File: config.mk
export PLATFORM = sky130hd
export DESIGN_NAME = button_gesture_classifier
export DESIGN_NICKNAME = d
export VERILOG_FILES = /design/src/rtl/core/bgc_pkg.sv /design/src/rtl/core/bgc_ram.sv /design/src/rtl/core/bgc_seq.sv /design/src/rtl/core/button_gesture_classifier.sv
export SDC_FILE = /design/constraint.sdc
export NUM_CORES = 1
export LEC_CHECK = 0
export ABC_AREA = 1
export BUFFER_PORTS_ARGS = -buffer_cell sky130_fd_sc_hd__buf_2
export CORE_UTILIZATION = 55
export DETAILED_ROUTE_END_ITERATION = 12
export GPL_TIMING_DRIVEN = 0
export HOLD_SLACK_MARGIN = 0.02
export PLACE_DENSITY_LB_ADDON = 0.12
export RECOVER_POWER = 25
export SKIP_LAST_GASP = 1
export SYNTH_ARGS = -nofsm -noshare
export SYNTH_HDL_FRONTEND = slang
export SYNTH_SLANG_ARGS = --single-unit
File: constraint.sdc
create_clock -name i_clk -period 5.8 [get_ports i_clk]
set_clock_uncertainty 0.1 [all_clocks]
set_input_delay 0.87 -clock i_clk [delete_from_list [all_inputs] [get_ports i_clk]]
set_output_delay 0.87 -clock i_clk [all_outputs]
set_load 0.01 [all_outputs]
File: src/rtl/core/bgc_pkg.sv
// Package for the button gesture classifier.
// Holds sizes, event codes and the types shared by the core modules.
// No dependencies.
package bgc_pkg;

    localparam int NUM_BUTTONS = 16;
    localparam int WORD_BITS   = 16;
    localparam int N_ACT       = (NUM_BUTTONS < WORD_BITS) ? NUM_BUTTONS : WORD_BITS;
    localparam int IDX_W       = 4;
    localparam int RAM_DEPTH   = 1 << IDX_W;
    localparam int TIMER_W     = 8;
    localparam int CNT_W       = 2;

    localparam logic [IDX_W-1:0]   IDX_LAST       = IDX_W'(N_ACT - 1);
    localparam logic [TIMER_W-1:0] LONG_PRESS_RST = 8'd50;
    localparam logic [CNT_W-1:0]   CNT_SAT        = 2'd2;

    localparam logic CMD_SAMPLE = 1'b0;
    localparam logic CMD_TICK   = 1'b1;

    localparam logic REG_LONG_PRESS = 1'b0;

    typedef enum logic [2:0] {
        EV_DOWN   = 3'd0,
        EV_UP     = 3'd1,
        EV_CLICK  = 3'd2,
        EV_DOUBLE = 3'd3,
        EV_LONG   = 3'd4
    } t_event;

    typedef struct packed {
        logic [TIMER_W-1:0] timer;
        logic [CNT_W-1:0]   count;
    } t_entry;

    typedef struct packed {
        logic             valid;
        t_event           kind;
        logic [IDX_W-1:0] idx;
        logic             last;
    } t_push;

    typedef struct packed {
        logic                 busy;
        logic [WORD_BITS-1:0] stable;
    } t_status;

endpackage

File: src/rtl/core/bgc_ram.sv
// Per-button state memory: timer and click count, one entry per button.
// Registered read, one write port, per-entry valid bits so reset reads as zero.
// Depends on bgc_pkg.
module bgc_ram (
    input  logic                     i_clk,
    input  logic                     i_rst_n,
    input  logic [bgc_pkg::IDX_W-1:0] i_rd_addr,
    output bgc_pkg::t_entry          o_rd_data,
    input  logic                     i_wr_en,
    input  logic [bgc_pkg::IDX_W-1:0] i_wr_addr,
    input  bgc_pkg::t_entry          i_wr_data
);
    import bgc_pkg::*;

    t_entry               r_mem [RAM_DEPTH];
    logic [RAM_DEPTH-1:0] r_vld;
    t_entry               r_rd_data;
    logic                 r_rd_vld;

    always_ff @(posedge i_clk) begin
        if (i_wr_en) begin
            r_mem[i_wr_addr] <= i_wr_data;
        end
        r_rd_data <= r_mem[i_rd_addr];
    end

    always_ff @(posedge i_clk) begin
        if (!i_rst_n) begin
            r_vld    <= '0;
            r_rd_vld <= 1'b0;
        end else begin
            if (i_wr_en) begin
                r_vld[i_wr_addr] <= 1'b1;
            end
            r_rd_vld <= r_vld[i_rd_addr];
        end
    end

    assign o_rd_data = r_rd_vld ? r_rd_data : '0;

endmodule

File: src/rtl/core/bgc_seq.sv
// Sequencer: debounce words, per-button walk over the state memory, event staging.
// Reads one entry per cycle unless the output stalls, updates it and writes it back; holds one event back to mark last.
// Depends on bgc_pkg and bgc_ram.
module bgc_seq (
    input  logic                           i_clk,
    input  logic                           i_rst_n,
    input  logic                           i_valid,
    output logic                           o_ready,
    input  logic                           i_cmd,
    input  logic [bgc_pkg::WORD_BITS-1:0]  i_sample,
    input  logic [bgc_pkg::TIMER_W-1:0]    i_long_press,
    input  logic                           i_out_free,
    output bgc_pkg::t_push                 o_push,
    output bgc_pkg::t_status               o_status
);
    import bgc_pkg::*;

    typedef enum logic [2:0] {
        ST_IDLE  = 3'b001,
        ST_RUN   = 3'b010,
        ST_FLUSH = 3'b100
    } t_state;

    t_state               r_state, n_state;
    logic [IDX_W-1:0]     r_idx, n_idx;
    logic                 r_tick, n_tick;
    logic [WORD_BITS-1:0] r_stable, n_stable;
    logic [WORD_BITS-1:0] r_cand, n_cand;
    logic [WORD_BITS-1:0] r_changed, n_changed;
    logic                 r_p_valid, n_p_valid;
    t_event               r_p_kind, n_p_kind;
    logic [IDX_W-1:0]     r_p_idx, n_p_idx;

    t_entry           w_entry;
    t_entry           w_new;
    logic             w_ev;
    t_event           w_kind;
    logic             w_stall;
    logic             w_wr_en;
    logic [IDX_W-1:0] w_rd_addr;
    logic             w_acc;

    bgc_ram u_ram (
        .i_clk     (i_clk),
        .i_rst_n   (i_rst_n),
        .i_rd_addr (w_rd_addr),
        .o_rd_data (w_entry),
        .i_wr_en   (w_wr_en),
        .i_wr_addr (r_idx),
        .i_wr_data (w_new)
    );

    assign o_ready = (r_state == ST_IDLE);
    assign w_acc   = i_valid && o_ready;

    // Update of the entry for the button at r_idx.
    always_comb begin
        w_new  = w_entry;
        w_ev   = 1'b0;
        w_kind = EV_DOWN;
        if (r_tick) begin
            if (w_entry.timer != '0) begin
                w_new.timer = w_entry.timer - TIMER_W'(1);
                if (w_entry.timer == TIMER_W'(1)) begin
                    w_ev        = 1'b1;
                    w_new.count = '0;
                    case (w_entry.count)
                        2'd0:    w_kind = EV_LONG;
                        2'd1:    w_kind = EV_CLICK;
                        default: w_kind = EV_DOUBLE;
                    endcase
                end
            end
        end else if (r_changed[r_idx]) begin
            w_ev = 1'b1;
            if (r_stable[r_idx]) begin
                w_kind = EV_UP;
                if (w_entry.timer != '0 && w_entry.count < CNT_SAT) begin
                    w_new.count = w_entry.count + CNT_W'(1);
                end
            end else begin
                w_kind = EV_DOWN;
                if (w_entry.timer == '0) begin
                    w_new.timer = i_long_press;
                end
            end
        end
    end

    assign w_stall = w_ev && r_p_valid && !i_out_free;

    always_comb begin
        n_state   = r_state;
        n_idx     = r_idx;
        n_tick    = r_tick;
        n_stable  = r_stable;
        n_cand    = r_cand;
        n_changed = r_changed;
        n_p_valid = r_p_valid;
        n_p_kind  = r_p_kind;
        n_p_idx   = r_p_idx;
        o_push    = '{valid: 1'b0, kind: r_p_kind, idx: r_p_idx, last: 1'b0};
        w_wr_en   = 1'b0;
        w_rd_addr = '0;
        unique case (r_state)
            ST_IDLE: begin
                if (w_acc) begin
                    n_idx = '0;
                    if (i_cmd == CMD_TICK) begin
                        n_tick  = 1'b1;
                        n_state = ST_RUN;
                    end else if (i_sample != r_stable) begin
                        if (i_sample == r_cand) begin
                            n_tick    = 1'b0;
                            n_changed = i_sample ^ r_stable;
                            n_stable  = i_sample;
                            n_state   = ST_RUN;
                        end else begin
                            n_cand = i_sample;
                        end
                    end
                end
            end
            ST_RUN: begin
                if (w_stall) begin
                    w_rd_addr = r_idx;
                end else begin
                    w_rd_addr = r_idx + IDX_W'(1);
                    w_wr_en   = 1'b1;
                    if (w_ev) begin
                        o_push.valid = r_p_valid;
                        n_p_valid    = 1'b1;
                        n_p_kind     = w_kind;
                        n_p_idx      = r_idx;
                    end
                    n_idx = r_idx + IDX_W'(1);
                    if (r_idx == IDX_LAST) begin
                        n_state = ST_FLUSH;
                    end
                end
            end
            ST_FLUSH: begin
                if (!r_p_valid) begin
                    n_state = ST_IDLE;
                end else if (i_out_free) begin
                    o_push.valid = 1'b1;
                    o_push.last  = 1'b1;
                    n_p_valid    = 1'b0;
                    n_state      = ST_IDLE;
                end
            end
            default: n_state = ST_IDLE;
        endcase
    end

    always_ff @(posedge i_clk) begin
        if (!i_rst_n) begin
            r_state   <= ST_IDLE;
            r_idx     <= '0;
            r_tick    <= 1'b0;
            r_stable  <= '1;
            r_cand    <= '1;
            r_changed <= '0;
            r_p_valid <= 1'b0;
        end else begin
            r_state   <= n_state;
            r_idx     <= n_idx;
            r_tick    <= n_tick;
            r_stable  <= n_stable;
            r_cand    <= n_cand;
            r_changed <= n_changed;
            r_p_valid <= n_p_valid;
        end
    end

    always_ff @(posedge i_clk) begin
        r_p_kind <= n_p_kind;
        r_p_idx  <= n_p_idx;
    end

    assign o_status = '{busy: (r_state != ST_IDLE), stable: r_stable};

endmodule

File: src/rtl/core/button_gesture_classifier.sv
// Top level of the button gesture classifier: APB register, output register, sequencer.
// Depends on bgc_pkg, bgc_seq and bgc_ram.
//
// Each input transaction is a scanned word of active-low button levels (tuser 0) or a 10 ms
// tick (tuser 1). A tick, or a sample that passes the two-read debounce, walks every button
// through the per-button state memory, one button per cycle unless the output side stalls, and
// emits down, up, click, double click or long press events in index order; the final event of
// an item carries tlast. Such an item occupies the block through acceptance, the walk over all
// buttons and the flush state, and longer while the output side stalls; no new item is accepted
// until the block is idle again. A sample that is ignored or only stored as candidate leaves the
// block idle. The state memory reads as zero after reset through per-entry valid bits, so no
// clearing pass is needed. long_press_ticks sits at byte address 0 and resets to 50.
module button_gesture_classifier (
    input  logic        i_clk,
    input  logic        i_rst_n,
    input  logic        s_axis_tvalid,
    output logic        s_axis_tready,
    input  logic [15:0] s_axis_tdata,   // [15:0] sample_bits
    input  logic        s_axis_tuser,   // [0] cmd
    output logic        m_axis_tvalid,
    input  logic        m_axis_tready,
    output logic [7:0]  m_axis_tdata,   // [3:0] button_index, [7:4] zero
    output logic [2:0]  m_axis_tuser,   // [2:0] event_kind
    output logic        m_axis_tlast,   // last
    input  logic        psel,
    input  logic        penable,
    input  logic        pwrite,
    input  logic [2:0]  paddr,
    input  logic [31:0] pwdata,
    output logic [31:0] prdata,
    output logic        pready
);
    import bgc_pkg::*;

    logic [TIMER_W-1:0] r_long_press;
    logic               r_out_valid;
    t_event             r_out_kind;
    logic [IDX_W-1:0]   r_out_idx;
    logic               r_out_last;
    logic               w_out_free;
    t_push              w_push;
    t_status            w_stat;

    assign pready = 1'b1;
    assign prdata = (paddr[2] == REG_LONG_PRESS) ? {24'b0, r_long_press} : 32'b0;

    always_ff @(posedge i_clk) begin
        if (!i_rst_n) begin
            r_long_press <= LONG_PRESS_RST;
        end else if (psel && penable && pwrite && pready && paddr[2] == REG_LONG_PRESS) begin
            r_long_press <= pwdata[TIMER_W-1:0];
        end
    end

    bgc_seq u_seq (
        .i_clk        (i_clk),
        .i_rst_n      (i_rst_n),
        .i_valid      (s_axis_tvalid),
        .o_ready      (s_axis_tready),
        .i_cmd        (s_axis_tuser),
        .i_sample     (s_axis_tdata),
        .i_long_press (r_long_press),
        .i_out_free   (w_out_free),
        .o_push       (w_push),
        .o_status     (w_stat)
    );

    assign w_out_free = !r_out_valid || m_axis_tready;

    always_ff @(posedge i_clk) begin
        if (!i_rst_n) begin
            r_out_valid <= 1'b0;
        end else if (w_push.valid) begin
            r_out_valid <= 1'b1;
        end else if (m_axis_tready) begin
            r_out_valid <= 1'b0;
        end
    end

    always_ff @(posedge i_clk) begin
        if (w_push.valid) begin
            r_out_kind <= w_push.kind;
            r_out_idx  <= w_push.idx;
            r_out_last <= w_push.last;
        end
    end

    assign m_axis_tvalid = r_out_valid;
    assign m_axis_tdata  = {4'b0, r_out_idx};
    assign m_axis_tuser  = r_out_kind;
    assign m_axis_tlast  = r_out_last;

    a_push_free: assert property (@(posedge i_clk) disable iff (!i_rst_n)
        w_push.valid |-> w_out_free)
        else $error("event pushed into a full output register");

    a_tick_walks: assert property (@(posedge i_clk) disable iff (!i_rst_n)
        (s_axis_tvalid && s_axis_tready && s_axis_tuser == CMD_TICK) |=> !s_axis_tready)
        else $error("tick did not start a walk");

    a_same_idle: assert property (@(posedge i_clk) disable iff (!i_rst_n)
        (s_axis_tvalid && s_axis_tready && s_axis_tuser == CMD_SAMPLE
         && s_axis_tdata == w_stat.stable) |=> (s_axis_tready && !w_push.valid))
        else $error("unchanged sample produced work");

    a_last_ends: assert property (@(posedge i_clk) disable iff (!i_rst_n)
        (w_push.valid && w_push.last) |=> (s_axis_tready && !w_stat.busy))
        else $error("last event did not end the item");

endmodule

## Word level (Yosys, flattened, before mapping)

Memories as Yosys holds them, arrays and structs flattened. A register that Yosys moved wholly into a read port is not among the register bits.
Cells that the tools add are included.

| storage, ports and cells | value |
|---|---|
| latch bits | 0 |
| input bits | 59 |
| ROM bits | 0 |
| bits in writable memories | 160 |
| logic and storage cells | 131 |
| register bits after elaboration | 98 |
| memories kept | 1 |

Memory list:

| memory | words | bits a word | read ports | clocked after Yosys merged registers in | wr ports | line | RTL |
|---|---|---|---|---|---|---|---|
| u_seq.u_ram.r_mem | 16 | 10 | 1 | 1 | 1 | bgc_ram.sv:15 | `t_entry r_mem [RAM_DEPTH];` |

| operators by class | value |
|---|---|
| divide/modulo/power cells | 0 |
| multiply operators | 0 |
| reduce and logical (&&, ||, !) cells | 26 |
| order comparisons | 4 |
| add/sub/neg operators | 3 |
| eq/ne operators | 15 |
| shifts and indexed selects | 0 |
| bitwise gates (word level) | 6 |
| muxes and demuxes | 60 |

Operators with widths:

| kind | number |
|---|---|
| 10-bit 2-to-1 mux | 4 |
| 3-bit 2-to-1 mux | 12 |
| 1-bit 2-to-1 mux | 26 |
| 8-bit 2-to-1 mux | 3 |
| 16-bit == test | 1 |
| 16-bit inequality test | 1 |
| 16-bit OR | 1 |
| 16-bit XOR | 1 |
| 1-bit binary-select mux with 4-bit select | 3 |
| 4-bit 2-to-1 mux | 3 |
| 4-bit by 5-bit < comparator with 1-bit output, second input constant | 2 |
| 5-bit AND reduction | 2 |
| 2-bit nonzero test | 5 |
| 3-bit case mux with 3 select lines | 1 |
| 8-bit by 1-bit == test with 1-bit output, second input constant | 1 |
| 1-bit logical AND | 8 |
| 8-bit logical NOT | 1 |
| 4-bit case mux with 2 select lines | 1 |
| 8-bit nonzero test | 1 |
| 8-bit by 1-bit subtractor with 8-bit output, second input constant | 1 |
| 2-bit 2-to-1 mux | 3 |
| 3-bit inequality test, second input constant | 2 |
| 3-bit case mux with 2 select lines | 1 |
| 3-bit AND reduction | 2 |
| 21 further kinds | 28 |

## Longest topological paths before layout

| depth | value |
|---|---|
| depth in word-level cells | 11 |
| gate-level depth with buffers | 21 |

## Modules after synthesis

Synthesis repeated with hierarchy kept, for this count alone.

| unflattened totals | value |
|---|---|
| cells, all modules | 1295 |
| area total of the unflattened synthesis | 12194.2 sq um |

By module, submodules not included:

| module | times used | cells an instance | area each (sq um) |
|---|---|---|---|
| bgc_ram | 1 | 626 | 7423.4 |
| bgc_seq | 1 | 557 | 3814.9 |
| button_gesture_classifier | 1 | 112 | 955.9 |

## Worst setup path before layout

No wires, ideal clock.

| path | value |
|---|---|
| kind | flip-flop to flip-flop |
| from | register u_seq.u_ram.r_rd_vld |
| to | memory u_seq.u_ram.r_mem[11][0] in the netlist's numbering, enable pin |
| cell stages (with the launch flop) | 14 |
| period minus slack after synthesis | 2882 ps |
| arrival | 2390 ps |
| required time | 5308 ps |
| slack | 2918 ps |
| buffers on the path | 1 |
| setup time | 392 ps |
| path through | dfxtp_1 -> buf_6 -> nand2_1 -> ha_1 -> inv_1 -> nor2_2 -> nand2_2 -> nor2_4 -> nor2_4 -> nand2_4 -> nand2_4 -> nand3_4 -> nand2_1 -> nor3_1 |

| on the way | value |
|---|---|
| longest elaborated chain between the ends | 11 |
| elaborated cells on any way between the ends | 12 |

Ends and longest elaborated chain:

| element | line | RTL |
|---|---|---|
| from (decl) | bgc_ram.sv:18 | `logic r_rd_vld;` |
| from (signal assigned) | bgc_ram.sv:35 | `r_rd_vld <= r_vld[i_rd_addr];` |
| 10-bit 2-to-1 mux * | bgc_ram.sv:39 | `assign o_rd_data = r_rd_vld ? r_rd_data : '0;` |
| 8-bit by 1-bit == test with 1-bit output | bgc_seq.sv:64 | `if (w_entry.timer == TIMER_W'(1)) begin` |
| 1-bit 2-to-1 mux | bgc_seq.sv:64 |  |
| 1-bit 2-to-1 mux * | bgc_seq.sv:62 | `if (w_entry.timer != '0) begin` |
| 1-bit 2-to-1 mux * | bgc_seq.sv:61 | `if (r_tick) begin` |
| 1-bit logical AND * (2 in series) | bgc_seq.sv:90 | `assign w_stall = w_ev && r_p_valid && !i_out_free;` |
| 1-bit 2-to-1 mux * | bgc_seq.sv:125 | `if (w_stall) begin` |
| 1-bit 2-to-1 mux * | bgc_seq.sv:105 | `unique case (r_state)` |
| 1-bit 2-to-1 mux * | bgc_ram.sv:21 | `if (i_wr_en) begin` |
| 1-bit 2-to-1 mux (implied by the code) * | bgc_ram.sv:22 | `r_mem[i_wr_addr] <= i_wr_data;` |
| to (decl) | bgc_ram.sv:15 |  |

Every way passes the cells marked *; elsewhere a longest branch is shown, timed or not.

## Worst setup path after layout

| path | value |
|---|---|
| from | register u_seq.u_ram.r_rd_vld |
| to | memory u_seq.u_ram.r_mem[12][3] in the netlist's numbering, enable pin |

Same word-level chain as after synthesis.

==> summary.txt <==
worst-margin pin slew -> 1280 ps
Top cell by count, worst path -> nand2_1
Synth Register Bits -> 268
die height -> 150 µm
Clock Path Buffers -> 3
Int Power -> 3370 µW
clk sinks -> 268
clock share of power -> 0.390
fin worst setup slack -> 1330 ps
Post-synth EDFFs -> 175
critical path startpoint -> u_seq.u_ram.r_rd_vld
Min Hold Slack -> 318 ps
CP cell instances -> clkbuf_1 -> nand2_1 -> ha_1 -> inv_1 -> nor2_1 -> nand2_2 -> nor2_1 -> nor2_4 -> nand2_1 -> nand2_1 -> nand3_1 -> nand2_1 -> inv_1 -> nand2_1 -> nor2_1
max incr delay on CP -> 900 ps
DP Worst Slack -> 2090 ps
Async SR Flop Fraction -> 0
crit path DAT -> 4520 ps
CP Capture Type -> flop
die area -> 22400 µm²
Ant. Diodes -> 0
Top FF cell, synth -> edfxtp_1
Root Buffer -> clkbuf_16
crit path time final -> 4470 ps
Die X-Extent -> 150 µm
max-slew violations -> 0
final total power -> 4560 µW
Syn Area/Cell -> 9.85 µm²
vias per inst -> 5.56
TNS Setup -> 0 ps
CP max stage cell -> nor2_1
Peak VDD IR -> 0.000305 V
Fin. Hold Viols -> 0
synthesized area -> 12000 µm²
Setup CP Type -> flop to flop
Critical Path Source Type -> flop
max_cap viols -> 0
combinational share of power -> 0.134
HPWL after DPL -> 20.8 mm
Design Area, Final -> 13600 µm²
Final setup viols -> 0
initial antenna violation count -> 1
Crit path required time -> 5850 ps
fill count -> 1759
wire per inst -> 18.4 µm
leading area contributor after synthesis -> edfxtp_1
largest delay contributor family on the critical path -> simple AND/OR/NAND/NOR gates
RSZ-0062 raised after global routing -> no
Total GRT Usage -> 0.275
I/O pin count -> 106
layout cells sized above 1 -> 0.118
Synth Instances -> 1216
Port Buffers -> 48
sequential share of power -> 0.476
Slew HR -> 0.141
fmax -> 0.224 GHz
Area Growth Syn to Fin -> 13.5%
row count -> 53
DR pass1 iterations -> 8
CP Buf/Inv Count -> 3
DRT iter0 DRCs -> 950
Core Region -> 21200 µm²
Worst R2R Start -> u_seq.u_ram.r_rd_vld
global route total overflow -> 0
Syn. warnings -> 0
Synth top area share -> 0.439
overall routed net length -> 29.9 mm
clock-pin slew on the worst setup and hold paths -> 60 ps
Area contributors post-synth -> edfxtp_1, dfxtp_1, nand2_1, o211ai_1, inv_1
CTS Buf Count -> 28
postcts setup bufs -> 0
outcome -> finished, final reports clean
vias -> 9045
H-Tree Depth -> 1
Post-CTS Hold Fix Bufs -> 0
CTS tree -> built
largest net degree at the start of global routing -> 17
Period Utilization, post-route -> 0.770
later-pin clock latency in the skew report -> 540 ps
DP Area -> 12800 µm²
HP Start -> u_seq.r_p_kind[1]
Unique masters post-synth -> 37
Routed Antenna Nets -> 0
Reg2Reg Setup Slack -> 1330 ps
first-pass GRT wire length -> 46.2 mm
initial core utilization -> 0.566
Pleak -> 0.00579 µW
DRC -> 0
sequential fraction of the synthesis area -> 0.594
Hold Path Class -> flop to flop
CP Max Fanout -> 11
cts repair resizes -> 0
Sw Share -> 0.260
Sw Pwr -> 1180 µW
gpl congestion -> 0.888
final-stage net count -> 1397
vias in the first global route -> 8366
power per cell area -> 335 nW/µm²
[cells in the final DEF, fill, tap and decap left out, types with 2 or more instances in the layout]
master / count
nor2_1: 50
ha_1: 8
o22ai_1: 5
edfxtp_1: 175
a21oi_1: 45
o21a_1: 12
a21oi_2: 2
nor3_1: 8
o21ai_1: 5
conb_1: 29
clkinv_1: 2
nand2_1: 235
dfxtp_1: 93
o21ai_2: 2
clkinv_2: 7
inv_2: 6
o21ai_0: 37
clkbuf_1: 60
buf_2: 53
buf_6: 4
xnor2_1: 26
clkbuf_8: 4
nand4_1: 17
inv_1: 159
xor2_1: 5
nor4_1: 4
clkbuf_16: 29
a22oi_1: 2
bufinv_16: 2
nor2_2: 4
nand3_1: 113
buf_4: 35
o211a_1: 16
nand2_2: 4
o211ai_1: 83
nand2_4: 2
[final cells by class]
cell class | count | area (µm²) | share of cell area
Sequential cell | 268 | 7120 | 0.523
Clock inverter | 12 | 115 | 0.00847
Buffer | 89 | 492 | 0.0362
Inverter | 166 | 623 | 0.0458
Multi-Input combinational cell | 720 | 3820 | 0.281
Clock buffer | 40 | 807 | 0.0593
Timing Repair Buffer | 57 | 284 | 0.0209
Tap cell | 275 | 344 | 0.0253
[synthesized netlist by cell type (2+ instances only)]
cell type  number
nor2_4          2
o211ai_1       83
xor2_1          5
nand2_1       233
a21oi_1        47
buf_6           3
nand3_1       112
nor2_1         48
o22ai_1         5
conb_1          2
buf_2          24
nand2_2         4
a22oi_1         2
dfxtp_1        93
nand4_1        17
ha_1            8
clkbuf_1       31
o21a_1         12
buf_4          30
inv_2           6
nand2_4         4
o211a_1        16
xnor2_1        26
o21ai_0        43
nor3_1          8
nand3_4         2
edfxtp_1      175
nor4_1          4
inv_1         159
nor2_2          5
[final timing paths]
| check | depth (start not counted) | to |
|---|---|---|
| setup / recovery | 15 | u_seq.u_ram.r_mem[12][3] |
| setup reg to reg | 15 | u_seq.u_ram.r_mem[12][3] |
| hold reg to reg | 0 | m_axis_tuser[1] |
| hold / removal | 0 | m_axis_tuser[1] |
[cells by family (layout without fill, tap and decap cells)]
| group | Yosys count | in the layout | synth area share |
|---|---|---|---|
| other | 2 | 29 | 0.000627 |
| xor gates and xnor gates | 31 | 31 | 0.0227 |
| buffers and inverters | 255 | 364 | 0.0937 |
| and+or+nand+nor | 442 | 442 | 0.165 |
| AOI/OAI and AO/OA | 210 | 210 | 0.116 |
| adders and majority gates | 8 | 8 | 0.00836 |
| DFF | 268 | 268 | 0.594 |
[stage by stage]
stage                     utilization  std cells
after floorplan                     -       1243
after global placement          0.599       1566
after detailed placement        0.603       1573
after CTS                       0.647       1625
after global routing            0.643       1627
final                           0.643       1627
[worst reg2reg max path: stages (launching register included)]
cell	delay, ps
dfxtp_1	320
clkbuf_1	240
nand2_1	200
ha_1	230
inv_1	50
nor2_1	160
nand2_2	70
nor2_1	420
nor2_4	60
nand2_1	190
nand2_1	220
nand3_1	330
nand2_1	230
inv_1	200
nand2_1	140
nor2_1	900
[power by group through the flow]
| stage | registers, µW | logic, µW | clock network, µW |
|---|---|---|---|
| 2_1_floorplan | 2200 | 406 | 0 |
| 3_3_place_gp | 2210 | 584 | 0 |
| 3_5_place_dp | 2210 | 603 | 0 |
| 4_1_cts | 2170 | 609 | 1790 |
| 5_1_grt | 2170 | 675 | 1860 |
| 6_report | 2170 | 613 | 1780 |
[state kept, by name (all words and copies together), names as in the netlist, 3 cells and up]
signal,cells
u_seq.r_idx,4
u_seq.r_stable,16
u_seq.r_state,3
u_seq.u_ram.r_mem,160
r_out_idx,4
u_seq.r_changed,16
u_seq.r_cand,16
u_seq.u_ram.r_vld,16
m_axis_tuser,3
u_seq.r_p_kind,3
u_seq.u_ram.r_rd_data,10
r_long_press,8
u_seq.r_p_idx,4
[routing by layer]
layer	track usage	up-vias	share of wire
met5	0	-	0
met4	0.0673	0	0.022
met3	0.0421	48	0.085
met2	0.439	371	0.46
met1	0.393	4305	0.43
li1	-	4321	-
No activity file was read; power rests on OpenSTA's default activity.
